`src/rtl/cecs_pkg.sv`:
```
// shared widths, codes and record types of the capacity cut search
// no dependencies; the divider, sequencer and top level import it
package cecs_pkg;

   localparam int MAX_NODES = 16;

   // fixed field widths
   localparam int OP_W       = 2;
   localparam int NODE_FLD_W = 4;
   localparam int VALUE_W    = 18;
   localparam int DEMAND_W   = 16;
   localparam int CAP_W      = 16;
   localparam int TOL_W      = 16;
   localparam int NCFG_W     = 5;
   localparam int MASK_W     = 15;
   localparam int BOUND_W    = 21;
   localparam int CUT_W      = 8;
   localparam int CSR_IDX_W  = 2;
   localparam int CSR_DATA_W = 16;
   localparam int CODE_W     = 2;

   localparam int BOUND_MAX  = 2097151;
   localparam int WEIGHT_MAX = 255;

   // widths that follow from the node count
   localparam int NODE_W     = (MAX_NODES > 2) ? $clog2(MAX_NODES) : 1;
   localparam int NCNT_W     = $clog2(MAX_NODES + 1);
   localparam int CUST_W     = MAX_NODES - 1;
   localparam int EDGE_DEPTH = MAX_NODES << NODE_W;
   localparam int MAX_CROSS  = 2 * (MAX_NODES / 2) * (MAX_NODES - MAX_NODES / 2);
   localparam int WGT_RAW_W  = $clog2(MAX_CROSS + 1);
   localparam int WGT_W      = (WGT_RAW_W > CUT_W) ? WGT_RAW_W : CUT_W;
   localparam int DEM_W      = DEMAND_W + $clog2(MAX_NODES);
   localparam int NUM_W      = DEM_W + 2;
   localparam int PROD_W     = WGT_W + CAP_W;
   localparam int CMP_W      = (PROD_W > DEM_W + 1) ? PROD_W : DEM_W + 1;
   localparam int SAT_W      = (NUM_W > BOUND_W) ? NUM_W : BOUND_W;

   // operation codes
   localparam logic [OP_W-1:0] OP_EDGE   = 2'd0;
   localparam logic [OP_W-1:0] OP_DEMAND = 2'd1;
   localparam logic [OP_W-1:0] OP_SEARCH = 2'd2;

   // register indexes
   localparam logic [CSR_IDX_W-1:0] REG_NODE_COUNT = 2'd0;
   localparam logic [CSR_IDX_W-1:0] REG_CAPACITY   = 2'd1;
   localparam logic [CSR_IDX_W-1:0] REG_TOLERANCE  = 2'd2;

   typedef struct packed {
      logic                  en;
      logic [2*NODE_W-1:0]   edge_addr;
      logic [NODE_W-1:0]     dem_addr;
   } cecs_read_type;

   typedef struct packed {
      logic                  found;
      logic [MASK_W-1:0]     mask;
      logic [BOUND_W-1:0]    bound;
      logic [CUT_W-1:0]      weight;
   } cecs_result_type;

   typedef struct packed {
      logic                  start;
      logic [NUM_W-1:0]      num;
      logic [CAP_W-1:0]      den;
   } cecs_div_req_type;

   typedef struct packed {
      logic                  done;
      logic [NUM_W-1:0]      quotient;
   } cecs_div_sts_type;

   // node zero is never in the subset; node j sits at bit j-1
   function automatic logic node_in_set(input logic [CUST_W-1:0] sub,
                                        input logic [NODE_W-1:0] node);
      logic [NODE_W-1:0] idx;
      idx = node - 1'b1;
      return (node != '0) && sub[idx];
   endfunction

endpackage

```
`src/rtl/cecs_ram.sv`:
```
// generic single write port, single read port ram with registered read
// no dependencies
module cecs_ram #(
   parameter int WIDTH = 8,
   parameter int DEPTH = 16
) (
   input  logic                     clock,
   input  logic                     wr_en,
   input  logic [$clog2(DEPTH)-1:0] wr_addr,
   input  logic [WIDTH-1:0]         wr_data,
   input  logic                     rd_en,
   input  logic [$clog2(DEPTH)-1:0] rd_addr,
   output logic [WIDTH-1:0]         rd_data
);

   logic [WIDTH-1:0] mem_ff [DEPTH];
   logic [WIDTH-1:0] rd_data_ff;

   always_ff @(posedge clock) begin
      if (wr_en) begin
         mem_ff[wr_addr] <= wr_data;
      end
      if (rd_en) begin
         rd_data_ff <= mem_ff[rd_addr];
      end
   end

   assign rd_data = rd_data_ff;

endmodule

```
`src/rtl/cecs_divider.sv`:
```
// restoring divider, one quotient bit per cycle, for the cut bound
// depends on cecs_pkg
module cecs_divider (
   input  logic                         clock,
   input  logic                         reset,
   input  cecs_pkg::cecs_div_req_type   req,
   output cecs_pkg::cecs_div_sts_type   sts
);
   import cecs_pkg::*;

   localparam int CNT_W = $clog2(NUM_W + 1);

   logic [CAP_W-1:0] rem_ff, rem_in;
   logic [NUM_W-1:0] quo_ff, quo_in;
   logic [CAP_W-1:0] den_ff, den_in;
   logic [CNT_W-1:0] cnt_ff, cnt_in;
   logic             busy_ff, busy_in;
   logic             done_ff, done_in;
   logic [CAP_W:0]   shifted;
   logic [CAP_W:0]   diff;
   logic             ge;

   always_comb begin
      shifted = {rem_ff, quo_ff[NUM_W-1]};
      ge      = shifted >= {1'b0, den_ff};
      diff    = shifted - {1'b0, den_ff};
      rem_in  = rem_ff;
      quo_in  = quo_ff;
      den_in  = den_ff;
      cnt_in  = cnt_ff;
      busy_in = busy_ff;
      done_in = 1'b0;
      if (req.start) begin
         rem_in  = '0;
         quo_in  = req.num;
         den_in  = req.den;
         cnt_in  = '0;
         busy_in = 1'b1;
      end else if (busy_ff) begin
         rem_in = ge ? diff[CAP_W-1:0] : shifted[CAP_W-1:0];
         quo_in = {quo_ff[NUM_W-2:0], ge};
         cnt_in = cnt_ff + 1'b1;
         if (cnt_ff == CNT_W'(NUM_W - 1)) begin
            busy_in = 1'b0;
            done_in = 1'b1;
         end
      end
   end

   always_ff @(posedge clock) begin
      if (reset) begin
         busy_ff <= 1'b0;
         done_ff <= 1'b0;
      end else begin
         busy_ff <= busy_in;
         done_ff <= done_in;
      end
      rem_ff <= rem_in;
      quo_ff <= quo_in;
      den_ff <= den_in;
      cnt_ff <= cnt_in;
   end

   assign sts.done     = done_ff;
   assign sts.quotient = quo_ff;

endmodule

```
`src/rtl/cecs_engine.sv`:
```
// subset sequencer: sweeps the code and demand memories for each subset,
// tests the cut and drives the bound divider; depends on cecs_pkg, cecs_divider
module cecs_engine (
   input  logic                          clock,
   input  logic                          reset,
   input  logic                          start,
   input  logic [cecs_pkg::NCNT_W-1:0]   node_num,
   input  logic [cecs_pkg::CAP_W-1:0]    capacity,
   input  logic                          out_free,
   input  logic [cecs_pkg::CODE_W-1:0]   edge_rd_data,
   input  logic [cecs_pkg::DEMAND_W-1:0] dem_rd_data,
   output cecs_pkg::cecs_read_type       rd,
   output logic                          idle,
   output logic                          res_valid,
   output cecs_pkg::cecs_result_type     res
);
   import cecs_pkg::*;

   typedef enum logic [6:0] {
      S_IDLE  = 7'b0000001,
      S_SCAN  = 7'b0000010,
      S_DRAIN = 7'b0000100,
      S_MUL   = 7'b0001000,
      S_TEST  = 7'b0010000,
      S_DIV   = 7'b0100000,
      S_DONE  = 7'b1000000
   } state_type;

   state_type             state_ff, state_in;
   logic [CUST_W-1:0]     sub_ff, sub_in;
   logic [NODE_W-1:0]     p_ff, p_in, q_ff, q_in;
   logic [NODE_W-1:0]     pd_ff, qd_ff;
   logic                  rd_vld_ff, rd_vld_in;
   logic [WGT_W-1:0]      wgt_ff, wgt_in;
   logic [DEM_W-1:0]      dem_ff, dem_in;
   logic [CMP_W-1:0]      prod_ff, prod_in;
   cecs_result_type       res_ff, res_in;
   cecs_div_req_type      div_req;
   cecs_div_sts_type      div_sts;

   logic [NODE_W-1:0]     last_node;
   logic [CUST_W-1:0]     last_sub;
   logic [CUST_W+MASK_W-1:0] mask_wide;
   logic [SAT_W-1:0]      quo_wide;
   logic                  pd_in_a, qd_in_a;

   cecs_divider u_divider (
      .clock (clock),
      .reset (reset),
      .req   (div_req),
      .sts   (div_sts)
   );

   always_comb begin
      last_node = NODE_W'(node_num - 1'b1);
      last_sub  = ~({CUST_W{1'b1}} << last_node);
      mask_wide = {{MASK_W{1'b0}}, sub_ff};
      quo_wide  = SAT_W'(div_sts.quotient);
      pd_in_a   = node_in_set(sub_ff, pd_ff);
      qd_in_a   = node_in_set(sub_ff, qd_ff);

      state_in  = state_ff;
      sub_in    = sub_ff;
      p_in      = p_ff;
      q_in      = q_ff;
      wgt_in    = wgt_ff;
      dem_in    = dem_ff;
      prod_in   = prod_ff;
      res_in    = res_ff;
      rd_vld_in = 1'b0;
      res_valid = 1'b0;
      div_req.start = 1'b0;
      div_req.num   = NUM_W'({dem_ff, 1'b0}) + NUM_W'(capacity) - 1'b1;
      div_req.den   = capacity;

      rd.en        = (state_ff == S_SCAN);
      rd.edge_addr = {p_ff, q_ff};
      rd.dem_addr  = p_ff;

      // accumulate the word read in the previous cycle
      if (rd_vld_ff) begin
         if (pd_ff == qd_ff) begin
            if (pd_in_a) begin
               dem_in = dem_ff + DEM_W'(dem_rd_data);
            end
         end else if (pd_in_a != qd_in_a) begin
            wgt_in = wgt_ff + WGT_W'(edge_rd_data);
         end
      end

      case (state_ff)
         S_IDLE: begin
            if (start) begin
               res_in = '0;
               sub_in = CUST_W'(1);
               p_in   = '0;
               q_in   = '0;
               wgt_in = '0;
               dem_in = '0;
               state_in = (node_num < NCNT_W'(2)) ? S_DONE : S_SCAN;
            end
         end
         S_SCAN: begin
            rd_vld_in = 1'b1;
            if (q_ff == last_node) begin
               if (p_ff == last_node) begin
                  state_in = S_DRAIN;
               end else begin
                  p_in = p_ff + 1'b1;
                  q_in = p_ff + 1'b1;
               end
            end else begin
               q_in = q_ff + 1'b1;
            end
         end
         S_DRAIN: begin
            state_in = S_MUL;
         end
         S_MUL: begin
            prod_in  = CMP_W'(wgt_ff) * CMP_W'(capacity);
            state_in = S_TEST;
         end
         S_TEST: begin
            if (CMP_W'({dem_ff, 1'b0}) > prod_ff) begin
               div_req.start = 1'b1;
               res_in.found  = 1'b1;
               res_in.mask   = mask_wide[MASK_W-1:0];
               res_in.weight = (wgt_ff > WGT_W'(WEIGHT_MAX)) ? CUT_W'(WEIGHT_MAX)
                                                              : wgt_ff[CUT_W-1:0];
               state_in = S_DIV;
            end else if (sub_ff == last_sub) begin
               res_in   = '0;
               state_in = S_DONE;
            end else begin
               sub_in   = sub_ff + 1'b1;
               p_in     = '0;
               q_in     = '0;
               wgt_in   = '0;
               dem_in   = '0;
               state_in = S_SCAN;
            end
         end
         S_DIV: begin
            if (div_sts.done) begin
               res_in.bound = (quo_wide > SAT_W'(BOUND_MAX)) ? BOUND_W'(BOUND_MAX)
                                                             : quo_wide[BOUND_W-1:0];
               state_in = S_DONE;
            end
         end
         S_DONE: begin
            if (out_free) begin
               res_valid = 1'b1;
               state_in  = S_IDLE;
            end
         end
         default: begin
            state_in = S_IDLE;
         end
      endcase
   end

   always_ff @(posedge clock) begin
      if (reset) begin
         state_ff  <= S_IDLE;
         rd_vld_ff <= 1'b0;
      end else begin
         state_ff  <= state_in;
         rd_vld_ff <= rd_vld_in;
      end
      sub_ff  <= sub_in;
      p_ff    <= p_in;
      q_ff    <= q_in;
      pd_ff   <= p_ff;
      qd_ff   <= q_ff;
      wgt_ff  <= wgt_in;
      dem_ff  <= dem_in;
      prod_ff <= prod_in;
      res_ff  <= res_in;
   end

   assign idle = (state_ff == S_IDLE);
   assign res  = res_ff;

endmodule

```
`src/rtl/exhaustive_capacity_cut_search.sv`:
```
// top level of the exhaustive capacity cut search: registers, loads, memories
// depends on cecs_pkg, cecs_ram, cecs_engine
//
// Edge and demand loads are taken one per cycle while the sequencer is idle
// and write the code or demand memory at the transfer; they give no result. A
// search item runs through the customer subsets in counter order and gives one
// result. For each subset the sequencer reads every node pair and every node,
// n being the node count in use, through the single read port of the code
// memory, then takes the drain, multiply and test steps. Up to 2^(n-1)-1 subsets
// are visited; a hit stops the sweep and runs the bit-serial bound divider.
// Loads and register writes are taken while a finished result waits on the
// output; a search is taken only once the previous one has left the sequencer.
// The memories are not cleared at reset: an entry is valid once written.
module exhaustive_capacity_cut_search (
   input  logic                            clock,
   input  logic                            reset,
   input  logic                            req_valid,
   output logic                            req_ready,
   input  logic [cecs_pkg::OP_W-1:0]       req_operation,
   input  logic [cecs_pkg::NODE_FLD_W-1:0] req_node_a,
   input  logic [cecs_pkg::NODE_FLD_W-1:0] req_node_b,
   input  logic [cecs_pkg::VALUE_W-1:0]    req_edge_value,
   input  logic [cecs_pkg::DEMAND_W-1:0]   req_node_demand,
   output logic                            rsp_valid,
   input  logic                            rsp_ready,
   output logic                            rsp_found,
   output logic [cecs_pkg::MASK_W-1:0]     rsp_subset_mask,
   output logic [cecs_pkg::BOUND_W-1:0]    rsp_cut_bound,
   output logic [cecs_pkg::CUT_W-1:0]      rsp_cut_weight,
   input  logic                            csr_valid,
   output logic                            csr_ready,
   input  logic [cecs_pkg::CSR_IDX_W-1:0]  csr_index,
   input  logic [cecs_pkg::CSR_DATA_W-1:0] csr_data
);
   import cecs_pkg::*;

   localparam logic [VALUE_W-1:0] ONE_FIX = VALUE_W'(65536);

   logic [NCFG_W-1:0]  node_count_ff, node_count_in;
   logic [CAP_W-1:0]   capacity_ff, capacity_in;
   logic [TOL_W-1:0]   tolerance_ff, tolerance_in;
   logic               rsp_valid_ff, rsp_valid_in;
   cecs_result_type    rsp_ff, rsp_in;

   logic               req_xfer;
   logic               edge_wr, dem_wr;
   logic [CODE_W-1:0]  edge_code;
   logic [NCNT_W-1:0]  node_num;
   logic [CAP_W-1:0]   cap_eff;
   logic               out_free;
   logic               eng_idle, res_valid;
   cecs_result_type    res;
   cecs_read_type      rd;
   logic [CODE_W-1:0]  edge_rd_data;
   logic [DEMAND_W-1:0] dem_rd_data;

   function automatic logic [CODE_W-1:0] quantize(input logic [VALUE_W-1:0] v,
                                                  input logic [TOL_W-1:0] tol);
      logic [VALUE_W-1:0] tol_ext;
      tol_ext = VALUE_W'(tol);
      if (v > ONE_FIX + tol_ext) begin
         return CODE_W'(2);
      end else if (v > tol_ext) begin
         return CODE_W'(1);
      end
      return CODE_W'(0);
   endfunction

   assign req_ready = eng_idle;
   assign csr_ready = 1'b1;
   assign req_xfer  = req_valid && req_ready;
   assign out_free  = !rsp_valid_ff || rsp_ready;

   always_comb begin
      edge_wr   = req_xfer && (req_operation == OP_EDGE) && (req_node_a < req_node_b)
                  && (int'(req_node_b) < MAX_NODES);
      dem_wr    = req_xfer && (req_operation == OP_DEMAND)
                  && (int'(req_node_a) < MAX_NODES);
      edge_code = quantize(req_edge_value, tolerance_ff);
      node_num  = (int'(node_count_ff) > MAX_NODES) ? NCNT_W'(MAX_NODES)
                                                     : NCNT_W'(node_count_ff);
      cap_eff   = (capacity_ff == '0) ? CAP_W'(1) : capacity_ff;

      node_count_in = node_count_ff;
      capacity_in   = capacity_ff;
      tolerance_in  = tolerance_ff;
      if (csr_valid && csr_ready) begin
         case (csr_index)
            REG_NODE_COUNT: node_count_in = csr_data[NCFG_W-1:0];
            REG_CAPACITY:   capacity_in   = csr_data[CAP_W-1:0];
            REG_TOLERANCE:  tolerance_in  = csr_data[TOL_W-1:0];
            default: begin
            end
         endcase
      end

      rsp_valid_in = rsp_valid_ff;
      rsp_in       = rsp_ff;
      if (res_valid) begin
         rsp_valid_in = 1'b1;
         rsp_in       = res;
      end else if (rsp_ready) begin
         rsp_valid_in = 1'b0;
      end
   end

   always_ff @(posedge clock) begin
      if (reset) begin
         node_count_ff <= NCFG_W'(16);
         capacity_ff   <= CAP_W'(100);
         tolerance_ff  <= TOL_W'(7);
         rsp_valid_ff  <= 1'b0;
      end else begin
         node_count_ff <= node_count_in;
         capacity_ff   <= capacity_in;
         tolerance_ff  <= tolerance_in;
         rsp_valid_ff  <= rsp_valid_in;
      end
      rsp_ff <= rsp_in;
   end

   cecs_ram #(
      .WIDTH (CODE_W),
      .DEPTH (EDGE_DEPTH)
   ) u_edge_ram (
      .clock   (clock),
      .wr_en   (edge_wr),
      .wr_addr ({NODE_W'(req_node_a), NODE_W'(req_node_b)}),
      .wr_data (edge_code),
      .rd_en   (rd.en),
      .rd_addr (rd.edge_addr),
      .rd_data (edge_rd_data)
   );

   cecs_ram #(
      .WIDTH (DEMAND_W),
      .DEPTH (MAX_NODES)
   ) u_demand_ram (
      .clock   (clock),
      .wr_en   (dem_wr),
      .wr_addr (NODE_W'(req_node_a)),
      .wr_data (req_node_demand),
      .rd_en   (rd.en),
      .rd_addr (rd.dem_addr),
      .rd_data (dem_rd_data)
   );

   cecs_engine u_engine (
      .clock        (clock),
      .reset        (reset),
      .start        (req_xfer && (req_operation == OP_SEARCH)),
      .node_num     (node_num),
      .capacity     (cap_eff),
      .out_free     (out_free),
      .edge_rd_data (edge_rd_data),
      .dem_rd_data  (dem_rd_data),
      .rd           (rd),
      .idle         (eng_idle),
      .res_valid    (res_valid),
      .res          (res)
   );

   assign rsp_valid       = rsp_valid_ff;
   assign rsp_found       = rsp_ff.found;
   assign rsp_subset_mask = rsp_ff.mask;
   assign rsp_cut_bound   = rsp_ff.bound;
   assign rsp_cut_weight  = rsp_ff.weight;

endmodule
```
`config.mk`:
```
export PLATFORM = sky130hd
export DESIGN_NAME = exhaustive_capacity_cut_search
export DESIGN_NICKNAME = d
export VERILOG_FILES = /design/src/rtl/cecs_pkg.sv /design/src/rtl/cecs_ram.sv /design/src/rtl/cecs_divider.sv /design/src/rtl/cecs_engine.sv /design/src/rtl/exhaustive_capacity_cut_search.sv
export SDC_FILE = /design/constraint.sdc
export NUM_CORES = 2
export LEC_CHECK = 0
export BUFFER_PORTS_ARGS = -buffer_cell sky130_fd_sc_hd__clkbuf_2
export CAP_MARGIN = 5
export CELL_PAD_IN_SITES_DETAIL_PLACEMENT = 0
export CELL_PAD_IN_SITES_GLOBAL_PLACEMENT = 2
export CORE_MARGIN = 2
export CORE_UTILIZATION = 35
export CTS_CLUSTER_DIAMETER = 200
export DETAILED_ROUTE_END_ITERATION = 16
export GPL_ROUTABILITY_DRIVEN = 1
export PLACE_DENSITY = 0.69
export SYNTH_ARGS = -nofsm -noshare
export SYNTH_HDL_FRONTEND = slang
export SYNTH_HIERARCHICAL = 1
export SYNTH_SLANG_ARGS = --single-unit
```
`constraint.sdc`:
```
create_clock -name clock -period 7.1 [get_ports clock]
set_input_delay 0.355 -clock clock [delete_from_list [all_inputs] [get_ports clock]]
set_output_delay 0.355 -clock clock [all_outputs]
set_load 0.01 [all_outputs]
```
==> flow_summary.ini <==
[sta]
period_minus_slack_ps = 6100
max_slew_margin_pct = 12.9
setup_violations = 0
clock_skew_ps = 57.3
worst_slew_pin_slew_ps = 1310
rsz0062_at_grt = no
hold_ws_ps = 41.1
clock.fmax_ghz = 0.164
finalHoldViolations = 0
finalCritPeriodShare_pct = 85.9
maxSlewViolCount = 0
setup_tns_ps = 0
setup_slack_ps = 1000

[clocking]
root_buffer = clkbuf_16
ctsHtreeMaxLevel = 3
numCtsBuffers = 117
clockBufferDepth = 3
clkLatencyLatePin_ps = 750
cts_sinks = 1066
postCtsSetupBuffers = 0
cts-hold-fix-buffers = 29
cts_tree = done
postCtsResizedCells = 0
path_clk_slew_ps = 60

[drt]
drtAntennaViolNets = 0
dr.pass1.iters = 7
routed_wl_um = 127000
num_vias = 29482
drcViolationCount = 0
drt-initial-drc-count = 1910
via_per_inst = 5.08
wl_per_cell_um = 21.9

[final_layout]
drive_gt1_share_pct = 15.4
final_util_pct = 39.7
fill_cells = 13656
mostFrequentLayoutCell = edfxtp_1
syn_to_final_growth_pct = 12.9
layout.nets = 4109
final_cell_mix = edfxtp_1, nor2_1, inv_1, nand2_1, ha_1
multiInputGateArea_sq_mm = 0.0181
n_antenna_cell = 0
seq_area_sq_mm = 0.0310

[setup_path]
path_class = register to register
required_ps = 7540
cp_slowest_cell = fa_1
startpoint_type = register
path_cells = nor4_1 > a41o_1 > nand2_1 > fa_1 > fa_1 > inv_1 > fa_1 > inv_1 > fa_1 > inv_1 > ha_1 > nand4_1 > o21ai_0 > nor2_1 > a21oi_1 > a221o_1 > a21o_1 > a211oi_1 > a21oi_1 > xor2_1
timing.critical_path.mode_cell = fa_1
max_stage_delay_ps = 550
arrival_ps = 6540
path_max_fanout = 12
end_kind = register

[synthesis]
synth_seq_area_share_pct = 60.5
synthCells = 3660
ys_async_sr_fraction_pct = 0
ys.flop_type = edfxtp_1
synth_edf_count = 961
netlist_area_sq_mm = 0.0511
synth_nets = 3981
syn_area_per_cell_sq_um = 14.0
synth.distinct_cells = 104
synth_seq_cells = 1066
yosysWarnings = 6

[power]
switching_share_pct = 29.8
p_switching_mw = 5.35
leakagePower_nw = 20.5
p_clk_share_pct = 34.2
total_power_mw = 18.0
p_seq_share_pct = 42.2
combPwrFrac_pct = 23.6
power_density_mw_per_mm2 = 311
internal-power_mw = 12.6
ir_worst_vdd_uv = 276

[placed_design]
portBuffers = 113
post-dp-hpwl_um = 81500
pre_cts_slack_ps = 1060
gp_congestion = 0.780

[floorplan]
coreArea_sq_mm = 0.145
die_area_sq_mm = 0.149
die_h_um = 386
fp-row-count = 140
start_util_pct = 35.2
io_pins = 115
die_w_um = 386

[global_route]
antenna_found_initial = 3
grt_pass1_vias = 29776
track_usage_pct = 17.1
grt_first_pass_wirelength_um = 190000
grt_overflow = 0
grt_max_degree = 257

[run]
maxCapViolations = 0

[worst_hold_path]
min_path_type = primary input to register

[status]
status = finished, final reports clean
registers in the layout, indices dropped and copies added, names as in the netlist, 16 cells and up:
| register | flops |
|---|---|
| u_edge_ram/mem_ff | 512 |
| u_demand_ram/rd_data | 16 |
| u_demand_ram/mem_ff | 256 |
| tolerance_ff | 16 |
| u_engine/u_divider/quo_ff | 22 |
| u_engine/u_divider/rem_ff | 16 |
| u_engine/u_divider/den_ff | 16 |
| rsp_cut_bound | 21 |
| u_engine/res | 45 |
| capacity_ff | 16 |
| u_engine/prod_ff | 24 |
| u_engine/dem_ff | 20 |
path summary, 6_finish.rpt:
kind,start,endpoint,slack [ps],depth (start not counted)
worst min-delay path,req_node_demand[4],u_demand_ram/mem_ff[0][4],40,1
worst max register to register,capacity_ff[1],u_engine/prod_ff[22],1000,20
worst min register to register,u_engine/res[10],rsp_cut_bound[2],420,0
worst max-delay path,capacity_ff[1],u_engine/prod_ff[22],1000,20
layout make-up:
type | count | area share (%)
repair buffers | 210 | 2.45
multi-input cells | 2131 | 31.3
inverters | 262 | 1.70
clock buffers | 138 | 5.24
flip-flops and latches | 1066 | 53.6
well taps | 1917 | 4.15
clock inverters | 84 | 1.54
layer usage:
metal  share of wire, %  wire length, um  track usage, %  up-vias
met5              0.015               19               0        -
met4                2.1             2630            4.01        4
met3                4.4             5540            2.59      156
met2                 47            59600            27.6      613
met1                 47            59300            24.2    14943
li1                   -                -               -    13766
kinds of logic after synthesis:
kind of cell	share of synthesized area (%)
compound gates	5.77
xor+xnor	1.96
fa+ha+maj	7.51
buf+inv	4.27
flops	60.5
mux	10.5
other cells	0.00733
simple gates	9.45
through the flow:
step                area, sq um  std cells
finish                    57800       5808
global route              57800       5808
CTS                       57800       5808
detailed placement        53600       5557
global placement          53600       5557
floorplan                 51100       3660
power by group through the flow:
stage          clock network, mW  logic [mW]  registers (mW)
3_3_place_gp                   0        4.28            7.71
3_5_place_dp                   0        4.29            7.72
4_1_cts                     6.31        4.31            7.58
6_report                    6.16        4.24            7.58
5_1_grt                     6.56        4.59            7.62
2_1_floorplan                  0        3.31            7.52
Yosys cell counts (10+ instances only):
cell type  number  area, sq um
edfxtp_1      961        28900
nor2_1        454         1700
inv_1         260          976
nand2_1       191          717
ha_1          166         2080
mux4_2        142         3200
and2_1        121          757
clkbuf_1      115          432
a21oi_1       108          541
dfxtp_1       105         2100
mux2i_1        99          991
fa_1           88         1760
xnor2_1        60          526
nand3_1        57          285
o21ai_0        54          270
xor2_1         51          447
a22oi_1        38          285
mux2_2         34          383
a211oi_1       33          248
and3_1         30          188
mux4_1         30          788
nor2b_1        30          188
nand4_1        28          175
buf_2          26          130
nor3_1         25          125
buf_6          22          248
a21o_1         21          158
nand2b_1       19          119
o221ai_1       19          166
buf_4          17          128
nand3b_1       14          105
a22o_1         12          105
o21a_1         12         90.1
o21ai_1        12         60.1
o31ai_1        12         90.1
o21bai_1       10         75.1
critical path, delay by kind of cell (launching register included):
kind                       cells  cell delay, ps
adders and majority gates      5            2500
AOI/OAI and AO/OA              7            1730
and+or+nand+nor                4             770
DFF                            1             450
buffers and inverters          3             170
xor gates and xnor gates       1             160
Power figures use the tool's default switching activity.
